$ cat src/rtl/rsb_pkg.sv
package rsb_pkg;

  localparam int CFG_INDEX_W = 3;
  localparam int CFG_DATA_W  = 16;

  typedef enum logic [CFG_INDEX_W-1:0] {
    CFG_POS_X       = 3'd0,
    CFG_POS_Y       = 3'd1,
    CFG_SURF_WIDTH  = 3'd2,
    CFG_SURF_HEIGHT = 3'd3,
    CFG_BLIT_MODE   = 3'd4,
    CFG_MONO_COLOR  = 3'd5,
    CFG_COLOR_SHIFT = 3'd6
  } cfg_index_t;

  localparam logic [1:0] MODE_NORMAL = 2'd0;
  localparam logic [1:0] MODE_SHADOW = 2'd1;
  localparam logic [1:0] MODE_MIRROR = 2'd2;

  localparam logic [12:0] SURF_MAX       = 13'd4096;
  localparam logic [12:0] SURF_W_RESET   = 13'd320;
  localparam logic [12:0] SURF_H_RESET   = 13'd200;
  localparam logic [2:0]  HDR_LEN        = 3'd4;
  localparam logic [31:0] PREFIX_WORD    = 32'h0000_0002;
  localparam logic [7:0]  SKIP_FLAG      = 8'h80;
  localparam logic [7:0]  NIBBLE_LO      = 8'h0F;
  localparam logic [7:0]  NIBBLE_HI      = 8'hF0;

  typedef struct packed {
    logic [7:0] data_byte;
    logic       first_byte;
  } byte_t;

  typedef struct packed {
    logic        write_enable;
    logic [11:0] pixel_x;
    logic [11:0] pixel_y;
    logic [7:0]  color;
    logic        darken;
    logic        done_res;
  } pix_t;

  typedef struct packed {
    logic signed [15:0] pos_x;
    logic signed [15:0] pos_y;
    logic [12:0]        surf_width;
    logic [12:0]        surf_height;
    logic [1:0]         blit_mode;
    logic [7:0]         mono_color;
    logic signed [4:0]  color_shift;
  } cfg_t;

endpackage

$ cat src/rtl/rsb_cfg.sv
module rsb_cfg (
  input  logic                              clk,
  input  logic                              rst,
  input  logic                              cfg_valid,
  output logic                              cfg_ready,
  input  logic [rsb_pkg::CFG_INDEX_W-1:0]   cfg_index,
  input  logic [rsb_pkg::CFG_DATA_W-1:0]    cfg_data,
  output rsb_pkg::cfg_t                     cfg
);
  import rsb_pkg::*;

  assign cfg_ready = 1'b1;

  always_ff @(posedge clk) begin
    if (rst) begin
      cfg.pos_x       <= '0;
      cfg.pos_y       <= '0;
      cfg.surf_width  <= SURF_W_RESET;
      cfg.surf_height <= SURF_H_RESET;
      cfg.blit_mode   <= MODE_NORMAL;
      cfg.mono_color  <= '0;
      cfg.color_shift <= '0;
    end else if (cfg_valid) begin
      case (cfg_index_t'(cfg_index))
        CFG_POS_X:       cfg.pos_x       <= cfg_data;
        CFG_POS_Y:       cfg.pos_y       <= cfg_data;
        CFG_SURF_WIDTH:  cfg.surf_width  <= cfg_data[12:0];
        CFG_SURF_HEIGHT: cfg.surf_height <= cfg_data[12:0];
        CFG_BLIT_MODE:   cfg.blit_mode   <= cfg_data[1:0];
        CFG_MONO_COLOR:  cfg.mono_color  <= cfg_data[7:0];
        CFG_COLOR_SHIFT: cfg.color_shift <= cfg_data[4:0];
        default: ;
      endcase
    end
  end

endmodule

$ cat src/rtl/rsb_pixel.sv
module rsb_pixel (
  input  rsb_pkg::cfg_t  cfg,
  input  logic [7:0]     data_byte,
  input  logic [15:0]    bitmap_width,
  input  logic [15:0]    src_col,
  input  logic [16:0]    src_row,
  output rsb_pkg::pix_t  pix
);
  import rsb_pkg::*;

  logic               mirror;
  logic               shadow;
  logic [12:0]        sw;
  logic [12:0]        sh;
  logic signed [18:0] x_off;
  logic signed [18:0] x;
  logic signed [18:0] y;
  logic               inside_surf;
  logic [7:0]         hue;
  logic signed [5:0]  nib_sum;
  logic [3:0]         nib_sat;

  assign mirror = cfg.blit_mode[1];
  assign shadow = !mirror && (cfg.blit_mode == MODE_SHADOW);
  assign sw = (cfg.surf_width  > SURF_MAX) ? SURF_MAX : cfg.surf_width;
  assign sh = (cfg.surf_height > SURF_MAX) ? SURF_MAX : cfg.surf_height;

  // mirrored column counts back from the rightmost sprite column
  assign x_off = mirror
    ? $signed({3'b000, bitmap_width}) - 19'sd1 - $signed({3'b000, src_col})
    : $signed({3'b000, src_col});
  assign x = $signed({{3{cfg.pos_x[15]}}, cfg.pos_x}) + x_off;
  assign y = $signed({{3{cfg.pos_y[15]}}, cfg.pos_y}) + $signed({2'b00, src_row});

  assign inside_surf = !x[18] && (x[17:0] < {5'd0, sw}) &&
                       !y[18] && (y[17:0] < {5'd0, sh});

  assign hue     = cfg.mono_color & NIBBLE_HI;
  assign nib_sum = $signed({2'b00, data_byte[3:0]}) +
                   $signed({cfg.color_shift[4], cfg.color_shift});
  assign nib_sat = nib_sum[5] ? 4'd0 : ((nib_sum > 6'sd15) ? 4'd15 : nib_sum[3:0]);

  always_comb begin
    pix = '0;
    if (inside_surf) begin
      pix.write_enable = 1'b1;
      pix.pixel_x      = x[11:0];
      pix.pixel_y      = y[11:0];
      if (shadow) begin
        pix.darken = 1'b1;
      end else if (hue != 8'd0) begin
        pix.color = {4'd0, nib_sat} | hue;
      end else if (cfg.color_shift != 5'sd0) begin
        pix.color = {4'd0, nib_sat} | (data_byte & NIBBLE_HI);
      end else begin
        pix.color = data_byte;
      end
    end
  end

endmodule

$ cat src/rtl/rsb_decode.sv
module rsb_decode (
  input  logic           clk,
  input  logic           rst,
  input  logic           go,
  input  rsb_pkg::byte_t item,
  input  rsb_pkg::cfg_t  cfg,
  output rsb_pkg::pix_t  result
);
  import rsb_pkg::*;

  logic [2:0]  header_count, header_count_next;
  logic        prefix_seen, prefix_seen_next;
  logic [23:0] header_bytes, header_bytes_next;
  logic [15:0] bitmap_width, bitmap_width_next;
  logic [15:0] bitmap_height, bitmap_height_next;
  logic [15:0] src_col, src_col_next;
  logic [16:0] src_row, src_row_next;
  logic [7:0]  run_left, run_left_next;
  logic        finished, finished_next;

  // state as seen by this byte, after a restart is applied
  logic [2:0]  hc_in;
  logic        ps_in;
  logic [23:0] hb_in;
  logic [15:0] col_in;
  logic [16:0] row_in;
  logic [7:0]  run_in;
  logic        fin_in;

  logic [7:0]  t;
  logic        lit;
  logic        do_adv;
  logic [7:0]  step_n;
  logic [16:0] col_sum;
  logic [15:0] hdr_height;
  pix_t        pix;

  assign t      = item.data_byte;
  assign hc_in  = item.first_byte ? 3'd0  : header_count;
  assign ps_in  = item.first_byte ? 1'b0  : prefix_seen;
  assign hb_in  = item.first_byte ? 24'd0 : header_bytes;
  assign col_in = item.first_byte ? 16'd0 : src_col;
  assign row_in = item.first_byte ? 17'd0 : src_row;
  assign run_in = item.first_byte ? 8'd0  : run_left;
  assign fin_in = item.first_byte ? 1'b0  : finished;

  assign col_sum    = {1'b0, col_in} + {9'd0, step_n};
  assign hdr_height = {t, hb_in[23:16]};

  rsb_pixel u_pixel (
    .cfg          (cfg),
    .data_byte    (t),
    .bitmap_width (bitmap_width),
    .src_col      (col_in),
    .src_row      (row_in),
    .pix          (pix)
  );

  always_comb begin
    header_count_next  = hc_in;
    prefix_seen_next   = ps_in;
    header_bytes_next  = hb_in;
    bitmap_width_next  = bitmap_width;
    bitmap_height_next = bitmap_height;
    src_col_next       = col_in;
    src_row_next       = row_in;
    run_left_next      = run_in;
    finished_next      = fin_in;
    lit                = 1'b0;
    do_adv             = 1'b0;
    step_n             = 8'd0;
    if (!fin_in) begin
      if (hc_in != HDR_LEN) begin
        case (hc_in[1:0])
          2'd0: header_bytes_next[7:0]   = t;
          2'd1: header_bytes_next[15:8]  = t;
          2'd2: header_bytes_next[23:16] = t;
          default: ;
        endcase
        header_count_next = hc_in + 3'd1;
        if (hc_in == HDR_LEN - 3'd1) begin
          if (!ps_in && {t, hb_in} == PREFIX_WORD) begin
            prefix_seen_next  = 1'b1;
            header_count_next = 3'd0;
            header_bytes_next = 24'd0;
          end else begin
            bitmap_width_next  = hb_in[15:0];
            bitmap_height_next = hdr_height;
            src_col_next       = 16'd0;
            src_row_next       = 17'd0;
            run_left_next      = 8'd0;
            if (hb_in[15:0] == 16'd0 || hdr_height == 16'd0) begin
              finished_next = 1'b1;
            end
          end
        end
      end else if (run_in != 8'd0) begin
        lit           = 1'b1;
        run_left_next = run_in - 8'd1;
        do_adv        = 1'b1;
        step_n        = 8'd1;
      end else if (t[7] && ({9'd0, t[6:0]} <= bitmap_width)) begin
        // transparent skip of t - 0x80 pixels
        do_adv = 1'b1;
        step_n = t & ~SKIP_FLAG;
      end else begin
        run_left_next = t;
      end

      // step never exceeds the width, so one wrap at most
      if (do_adv) begin
        if (col_sum >= {1'b0, bitmap_width}) begin
          src_row_next = row_in + 17'd1;
          src_col_next = col_sum[15:0] - bitmap_width;
        end else begin
          src_col_next = col_sum[15:0];
        end
      end

      if (header_count_next == HDR_LEN && run_left_next == 8'd0 &&
          src_row_next >= {1'b0, bitmap_height_next}) begin
        finished_next = 1'b1;
      end
    end
  end

  always_comb begin
    result          = lit ? pix : '0;
    result.done_res = finished_next;
  end

  always_ff @(posedge clk) begin
    if (rst) begin
      header_count  <= '0;
      prefix_seen   <= 1'b0;
      header_bytes  <= '0;
      bitmap_width  <= '0;
      bitmap_height <= '0;
      src_col       <= '0;
      src_row       <= '0;
      run_left      <= '0;
      finished      <= 1'b1;
    end else if (go) begin
      header_count  <= header_count_next;
      prefix_seen   <= prefix_seen_next;
      header_bytes  <= header_bytes_next;
      bitmap_width  <= bitmap_width_next;
      bitmap_height <= bitmap_height_next;
      src_col       <= src_col_next;
      src_row       <= src_row_next;
      run_left      <= run_left_next;
      finished      <= finished_next;
    end
  end

endmodule

$ cat src/rtl/rle_sprite_blitter.sv
// Streaming decoder for run-length coded sprites: bytes enter on the byte channel
// (first_byte marks the start of a bitmap) and every byte produces exactly one result
// on the pix channel, either a pixel write or darken request clipped to the surface,
// or an empty result carrying only done_res. The block sustains one byte per clock while
// the pix channel takes its results: each byte is registered on entry, decoded and clipped
// combinationally against the parse state, and registered on exit, and a stalled
// result holds the pipe without losing bytes. Registers are written through the cfg
// port and should only change while no transaction is in flight.
module rle_sprite_blitter (
  input  logic                              clk,
  input  logic                              rst,
  input  logic                              byte_valid,
  output logic                              byte_ready,
  input  rsb_pkg::byte_t                    byte_item,
  output logic                              pix_valid,
  input  logic                              pix_ready,
  output rsb_pkg::pix_t                     pix_item,
  input  logic                              cfg_valid,
  output logic                              cfg_ready,
  input  logic [rsb_pkg::CFG_INDEX_W-1:0]   cfg_index,
  input  logic [rsb_pkg::CFG_DATA_W-1:0]    cfg_data
);
  import rsb_pkg::*;

  cfg_t  cfg;
  byte_t in_q;
  logic  in_full;
  logic  go;
  pix_t  result;

  rsb_cfg u_cfg (
    .clk       (clk),
    .rst       (rst),
    .cfg_valid (cfg_valid),
    .cfg_ready (cfg_ready),
    .cfg_index (cfg_index),
    .cfg_data  (cfg_data),
    .cfg       (cfg)
  );

  rsb_decode u_decode (
    .clk    (clk),
    .rst    (rst),
    .go     (go),
    .item   (in_q),
    .cfg    (cfg),
    .result (result)
  );

  assign go         = in_full && (!pix_valid || pix_ready);
  assign byte_ready = !in_full || go;

  always_ff @(posedge clk) begin
    if (rst) begin
      in_full <= 1'b0;
    end else if (byte_ready) begin
      in_full <= byte_valid;
    end
  end

  always_ff @(posedge clk) begin
    if (byte_valid && byte_ready) begin
      in_q <= byte_item;
    end
  end

  always_ff @(posedge clk) begin
    if (rst) begin
      pix_valid <= 1'b0;
    end else if (go) begin
      pix_valid <= 1'b1;
    end else if (pix_ready) begin
      pix_valid <= 1'b0;
    end
  end

  always_ff @(posedge clk) begin
    if (go) begin
      pix_item <= result;
    end
  end

  // an empty output stage never backs up the input
  a_ready_when_drained: assert property (@(posedge clk) disable iff (rst)
    !pix_valid |-> byte_ready)
    else $error("byte channel stalled with empty output stage");

  a_darken_form: assert property (@(posedge clk) disable iff (rst)
    pix_valid && pix_item.darken |-> pix_item.write_enable && pix_item.color == 8'd0)
    else $error("darken request without write or with color");

  a_no_op_zero: assert property (@(posedge clk) disable iff (rst)
    pix_valid && !pix_item.write_enable |->
      pix_item.pixel_x == 12'd0 && pix_item.pixel_y == 12'd0 &&
      pix_item.color == 8'd0 && !pix_item.darken)
    else $error("empty result carries pixel fields");

  a_advance_fills: assert property (@(posedge clk) disable iff (rst)
    go |=> pix_valid)
    else $error("decoded transaction lost");

endmodule

$ cat config.mk
export PLATFORM = sky130hd
export DESIGN_NAME = rle_sprite_blitter
export DESIGN_NICKNAME = d
export VERILOG_FILES = /design/src/rtl/rsb_pkg.sv /design/src/rtl/rsb_cfg.sv /design/src/rtl/rsb_pixel.sv /design/src/rtl/rsb_decode.sv /design/src/rtl/rle_sprite_blitter.sv
export SDC_FILE = /design/constraint.sdc
export NUM_CORES = 1
export LEC_CHECK = 0
export BUFFER_PORTS_ARGS = -buffer_cell sky130_fd_sc_hd__buf_2
export CAP_MARGIN = 25
export CORE_MARGIN = 8
export CORE_UTILIZATION = 63
export DETAILED_ROUTE_END_ITERATION = 8
export HOLD_SLACK_MARGIN = 0.08
export PLACE_DENSITY = 0.81
export SLEW_MARGIN = 20
export SYNTH_ARGS = -nofsm -noshare
export SYNTH_HDL_FRONTEND = slang
export SYNTH_SLANG_ARGS = --single-unit
$ cat constraint.sdc
create_clock -name clk -period 8.8 [get_ports clk]
set_clock_uncertainty 0.2 [all_clocks]
set_input_delay 1.76 -clock clk [delete_from_list [all_inputs] [get_ports clk]]
set_output_delay 1.76 -clock clk [all_outputs]
set_load 0.02 [all_outputs]
# Word level (Yosys, flattened, before mapping)
# Index checks and enable logic that the tools add are counted.
dict set report word_totals {
  output_inout_bits 38
  regBits 221
  elab_cells 178
  inputBits 33
}
dict set report op_classes {
  n_addsub 10
  n_lt_le_gt_ge 8
  mux 76
  reduce_logical 39
  eq_ne 13
  n_bitwise 6
}
# operator n
set op_table {}
lappend op_table {{$mux 16} 11}
lappend op_table {{$mux 17} 8}
lappend op_table {{$mux 8} 17}
lappend op_table {{$mux 24} 5}
lappend op_table {{$lt 18x13->1} 2}
lappend op_table {{$ge 17x16->1} 2}
lappend op_table {{$mux 34} 1}
lappend op_table {{$eq 32x2->1 const B} 1}
lappend op_table {{$logic_not 16->1} 2}
lappend op_table {{$gt 13x13->1 const B} 2}
lappend op_table {{$mux 13} 2}
lappend op_table {{$mux 1} 22}
lappend op_table {{$add 16x18->19} 1}
lappend op_table {{$add 16x19->19} 1}
lappend op_table {{$mux 19} 1}
lappend op_table {{$mux 3} 6}
lappend op_table {{$reduce_and 2->1} 9}
lappend op_table {{$sub 17x17->18} 1}
lappend op_table {{$add 16x8->17} 1}
lappend op_table {{$add 17x1->17 const B} 1}
lappend op_table {{$sub 16x1->17 const B} 1}
lappend op_table {{$le 7x16->1} 1}
lappend op_table {{$or 4x8->8} 2}
lappend op_table {{$reduce_bool 8->1} 2}
lappend op_table {{other kinds (24)} 50}

# Depth between registers and ports, before layout
dict set report depth {
  ltp_word 15
  depth_mapped 43
  depth_no_buf 39
}

# Hierarchy
# From an unflattened synthesis, not the netlist that was laid out.
dict set report unflattened {
  cells_unflattened 1895
  area_unflattened_um2 16141.7
}
# mod area_each_um2 instances cells_each
set modules_own_cells {}
lappend modules_own_cells {rsb_decode 7584.8 1 986}
lappend modules_own_cells {rsb_pixel 4149.0 1 583}
lappend modules_own_cells {rsb_cfg 2982.9 1 272}
lappend modules_own_cells {rle_sprite_blitter 1425.1 1 54}

# Least setup slack after synthesis
# No wires, ideal clock.
dict set report synth_timing {
  path_type {register to register}
  from {register in_q[0] (netlist name)}
  to {register pix_item[0] (netlist name) (data pin)}
  setup_slack_ns 0.734
  path_buffers 5
  stages_incl_launch_ff 41
  required_time_ns 8.334
  t_arrival_ns 7.600
  setup_time_ns 0.266
  path_cell_list {edfxtp_1 -> clkbuf_1 -> buf_1 -> clkbuf_1 -> clkbuf_1 -> nand2b_1 -> ha_1 -> inv_1 -> nor2_1 -> nand2_1 -> nor3_1 -> and2_1 -> ha_1 -> a211oi_1 -> nor2_1 -> o211ai_1 -> xnor2_1 -> nor2_1 -> (+5 left out) -> o2111ai_1 -> nand2_1 -> nand2_1 -> buf_2 -> nor2_1 -> a21oi_1 -> ha_1 -> nand3_1 -> nand2_1 -> a21oi_1 -> o21ai_0 -> a21o_1 -> a21oi_1 -> o21ai_0 -> a21oi_1 -> o31ai_1 -> o21ai_1 -> nand3_1}
}
dict set report synth_via {
  elab_chain_cells 14
  word_cells_on_any_way 58
  cone_classes {add/sub (4); order compare (2); eq/ne (4); mux (39); reduce/logical (9)}
}
# element line
set synth_lines {}
lappend synth_lines {{start: declaration} rle_sprite_blitter.sv:26} ;# byte_t in_q;
lappend synth_lines {{start signal: assignment} rle_sprite_blitter.sv:63} ;# in_q <= byte_item;
lappend synth_lines {{$mux 8} rsb_decode.sv:44} ;# assign run_in = item.first_byte ? 8'd0 : run_left;
lappend synth_lines {{$reduce_bool 8->1} rsb_decode.sv:97} ;# end else if (run_in != 8'd0) begin
lappend synth_lines {{$mux 8} rsb_decode.sv:97}
lappend synth_lines {{$mux 8} rsb_decode.sv:73} ;# if (hc_in != HDR_LEN) begin
lappend synth_lines {{$mux 8} rsb_decode.sv:72} ;# if (!fin_in) begin
lappend synth_lines {{$add 16x8->17} rsb_decode.sv:47} ;# assign col_sum = {1'b0, col_in} + {9'd0, step_n};
lappend synth_lines {{$ge 17x16->1} rsb_decode.sv:112} ;# if (col_sum >= {1'b0, bitmap_width}) begin
lappend synth_lines {{$mux 17} rsb_decode.sv:112}
lappend synth_lines {{$mux 17} rsb_decode.sv:111} ;# if (do_adv) begin
lappend synth_lines {{$mux 17} rsb_decode.sv:72}
lappend synth_lines {{$ge 17x16->1} rsb_decode.sv:121} ;# src_row_next >= {1'b0, bitmap_height_next}) begin
lappend synth_lines {{$logic_and 1x1->1} rsb_decode.sv:120} ;# if (header_count_next == HDR_LEN && run_left_next == 8'd0 &&
lappend synth_lines {{$mux 1} rsb_decode.sv:120}
lappend synth_lines {{$mux 1 (*)} rsb_decode.sv:72}
lappend synth_lines {{named net u_decode.finished_next} rsb_decode.sv:19} ;# logic finished, finished_next;
lappend synth_lines {{end signal: assignment} rle_sprite_blitter.sv:79} ;# pix_item <= result;
lappend synth_lines {{end: declaration} rle_sprite_blitter.sv:17} ;# output rsb_pkg::pix_t pix_item,
# The timed path passes the listed nets; every way through them passes the cells marked *. The select of a mux whose other input is x is not followed.
# A chain may end at the register's enable or synchronous reset.

# Worst setup path after layout
dict set report layout_timing {
  from {register u_decode.bitmap_width[9]}
  to {register pix_item[0] (netlist name) (data pin)}
}
dict set report layout_via {
  elab_chain_cells 15
  word_cells_on_any_way 25
  cone_classes {add/sub (1); order compare (3); mux (17); reduce/logical (4)}
}
# element line
set layout_lines {}
lappend layout_lines {{start: declaration} rsb_decode.sv:14} ;# logic [15:0] bitmap_width, bitmap_width_next;
lappend layout_lines {{start signal: assignment} rsb_decode.sv:147} ;# bitmap_width <= bitmap_width_next;
lappend layout_lines {{$le 7x16->1} rsb_decode.sv:102} ;# end else if (t[7] && ({9'd0, t[6:0]} <= bitmap_width)) begin
lappend layout_lines {{$logic_and 1x1->1} rsb_decode.sv:102}
lappend layout_lines {{$mux 7} rsb_decode.sv:102}
lappend layout_lines {{$mux 8} rsb_decode.sv:97}
lappend layout_lines {{$mux 8} rsb_decode.sv:73}
lappend layout_lines {{$mux 8} rsb_decode.sv:72}
lappend layout_lines {{$add 16x8->17} rsb_decode.sv:47}
lappend layout_lines {{$ge 17x16->1} rsb_decode.sv:112}
lappend layout_lines {{$mux 17} rsb_decode.sv:112}
lappend layout_lines {{$mux 17} rsb_decode.sv:111}
lappend layout_lines {{$mux 17} rsb_decode.sv:72}
lappend layout_lines {{$ge 17x16->1} rsb_decode.sv:121}
lappend layout_lines {{$logic_and 1x1->1 (*)} rsb_decode.sv:120}
lappend layout_lines {{$mux 1 (*)} rsb_decode.sv:120}
lappend layout_lines {{$mux 1 (*)} rsb_decode.sv:72}
lappend layout_lines {{named net u_decode.finished_next} rsb_decode.sv:19}
# Marked as above.

==> flow_metrics.env <==
export IMPL_maxCapViolCount=0
export IMPL_synth_edf_count=44
export IMPL_grt_max_degree=93
export IMPL_routed_via_count=13739
export IMPL_htreeDepth=1
export IMPL_internal_power_mw=1.75
export IMPL_core_area_um2=23300
export IMPL_hold_start="u_decode.bitmap_height[14]"
export IMPL_cts_sinks=217
export IMPL_initial_core_util=0.636
export IMPL_cts_tree="yes"
export IMPL_cts_hold_buf=0
export IMPL_drv_slew=0
export IMPL_antenna_found_initial=0
export IMPL_crit_slowest_cell="or4_1"
export IMPL_fillers=1951
export IMPL_grt_overflow_total=0
export IMPL_drt_iter0_drc=1068
export IMPL_io_pins=71
export IMPL_syn_nets=2058
export IMPL_switching_share=0.260
export IMPL_setup_violations=0
export IMPL_worstPathRequired_ps=8860
export IMPL_max_freq_ghz=0.122
export IMPL_first_pass_iters=5
export IMPL_port_buffers=69
export IMPL_grt_use_total=0.282
export IMPL_final_common_cell="nand2_1"
export IMPL_hold_slack_ps=255
export IMPL_p_per_area_nw_per_um2=145
export IMPL_dp_hpwl_mm=30.5
export IMPL_hold_violations=0
export IMPL_power_mw=2.37
export IMPL_insertion_delay_ps=540
export IMPL_tightest_slew_ps=1010
export IMPL_synth_top_flop_cell="dfxtp_1"
export IMPL_cp_top_family="simple AND/OR/NAND/NOR gates"
export IMPL_ys_seq_area_frac=0.322
export IMPL_diodes=0
export IMPL_drive_gt1_frac=0.0921
export IMPL_grt_pass1_wl_mm=66.4
export IMPL_syn_area_per_cell_um2=7.88
export IMPL_pwr_share_comb=0.107
export IMPL_die_width_um=170
export IMPL_vdd_drop_max_uv=133
export IMPL_period_minus_slack_ps=8210
export IMPL_worstPathArrival_ps=8270
export IMPL_hp_class="reg2reg"
export IMPL_post_route_drc_count=0
export IMPL_die_area_um2=28700
export IMPL_yosysWarnings=0
export IMPL_status="finished clean"
export IMPL_cts_buffers=25
export IMPL_ys_ff_latch=217
export IMPL_routed_via_density=6.10
export IMPL_max_stage_delay_ps=590
export IMPL_first_global_vias=12989
export IMPL_fin_crit_sh=0.933
export IMPL_syn_to_final_growth_pct=9.95
export IMPL_routed_wl_mm=41.6
export IMPL_crit_buf_inv=1
export IMPL_p_seq_frac=0.447
export IMPL_cts_root_buf="clkbuf_16"
export IMPL_place_congestion=0.945
export IMPL_final_cell_mix="286 x nand2_1, 188 x a21oi_1, 188 x nor2_1"
export IMPL_fp_row_count=56
export IMPL_worstReg2RegStart="u_decode.bitmap_width[9]"
export IMPL_yosys_cell_types_count=83
export IMPL_wl_per_cell_um=18.5
export IMPL_die_y_um=170
export IMPL_drtAntennaViolNets=0
export IMPL_leakage_nw=6.59
export IMPL_ctsResizeCount=0
export IMPL_slew_headroom=0.327
export IMPL_syn_inst=1885
export IMPL_async_flop_share=0
export IMPL_path_clk_slew_ps=60
export IMPL_critPathKind="reg2reg"
export IMPL_p_sw_mw=0.617
export IMPL_synth_area_um2=14800
export IMPL_p_clk_frac=0.446
export IMPL_cts_buffer_depth=3
export IMPL_post_cts_buffers=0
export IMPL_end_kind="flip-flop"
export IMPL_worstSetupStartpointType="flip-flop"
export IMPL_worstSetupStartpoint="u_decode.bitmap_width[9]"
export IMPL_critPathMaxFanout=9
export IMPL_num_nets_final=2086
kinds of logic (layout without fill, tap and decap cells):
family	Yosys count	count (layout)	share of synthesized area
buffers and inverters	175	222	0.0460
AO/OA/AOI/OAI	451	451	0.188
other	1	1	0.000253
XOR/XNOR	84	84	0.0496
flip-flops	217	217	0.322
AND/OR/NAND/NOR	787	787	0.253
adder cells (fa/ha/maj)	140	140	0.121
multiplexers	30	30	0.0206
layer usage:
metal / GRT usage / part of all wire / up-vias
li1: - / - / 6703
met1: 0.370 / 0.44 / 6434
met2: 0.460 / 0.45 / 506
met3: 0.0354 / 0.074 / 96
met4: 0.128 / 0.045 / 0
met5: 0 / 0 / -
power groups by stage:
| stage | logic, mW | registers (mW) | clock network (mW) |
|---|---|---|---|
| floorplan | 0.166 | 1.08 | 0 |
| global placement | 0.242 | 1.08 | 0 |
| detailed placement | 0.247 | 1.08 | 0 |
| CTS | 0.249 | 1.06 | 1.07 |
| global route | 0.276 | 1.06 | 1.10 |
| finish | 0.254 | 1.06 | 1.06 |
final cells by class:
type	instances	area (µm²)	area share
inverters	82	308	0.0189
repair buffers	94	563	0.0345
clock inverters	13	126	0.00774
multi-input cells	1493	9430	0.578
clock buffers	33	707	0.0433
well taps	319	399	0.0245
flip-flops and latches	217	4780	0.293
path summary, 6_finish.rpt:
check	end	slack (ps)	cells past startpoint
min	u_decode.bitmap_height[14]	260	2
max	pix_item[0]	590	34
min reg2reg	u_decode.bitmap_height[14]	260	2
max reg2reg	pix_item[0]	590	34
tightest hold or removal path, stage by stage (launching register included):
cell and delay (ps):
dfxtp_1 300, nand2_1 50, a21oi_1 50
state kept, by name (all words and copies together), names as in the netlist:
name and flops:
in_full 1, in_q 9, pix_item 35, pix_valid 1, u_cfg.cfg 69, u_decode.bitmap_height 16
u_decode.bitmap_width 16, u_decode.finished 1, u_decode.header_bytes 24, u_decode.header_count 3, u_decode.prefix_seen 1, u_decode.run_left 8
u_decode.src_col 16, u_decode.src_row 17
cell usage after synthesis (all sizes together) (6+ instances only):
library cell,instances,share of area
a211oi,19,0.0096
a21o,29,0.015
a21oi,191,0.065
a221oi,7,0.0041
a22oi,35,0.018
a31oi,11,0.0046
and2,18,0.0076
and3,11,0.0046
buf,15,0.0055
clkbuf,78,0.020
dfxtp,173,0.23
edfxtp,44,0.089
fa,6,0.0081
ha,134,0.11
inv,82,0.021
mux2i,26,0.018
nand2,287,0.073
nand2b,29,0.012
nand3,44,0.015
nand3b,25,0.013
nand4,17,0.0072
nor2,191,0.049
nor2b,50,0.022
nor3,61,0.024
nor3b,8,0.0040
nor4,19,0.0084
o211ai,8,0.0040
o21a,13,0.0067
o21ai,80,0.027
o21bai,6,0.0030
o31ai,11,0.0056
or3,7,0.0029
or4,6,0.0030
xnor2,55,0.032
xor2,29,0.017
metrics by stage:
stage	std cells	instance area, µm²	utilization	setup TNS (ps)	setup WS (ps)
floorplan	1885	14800	-	0	734
global placement	2203	15400	0.661	0	792
detailed placement	2205	15500	0.662	0	447
CTS	2251	16300	0.698	0	419
global route	2251	16300	0.700	-46.8	-45.7
finish	2251	16300	0.700	0	587
Power figures use the tool's default switching activity.
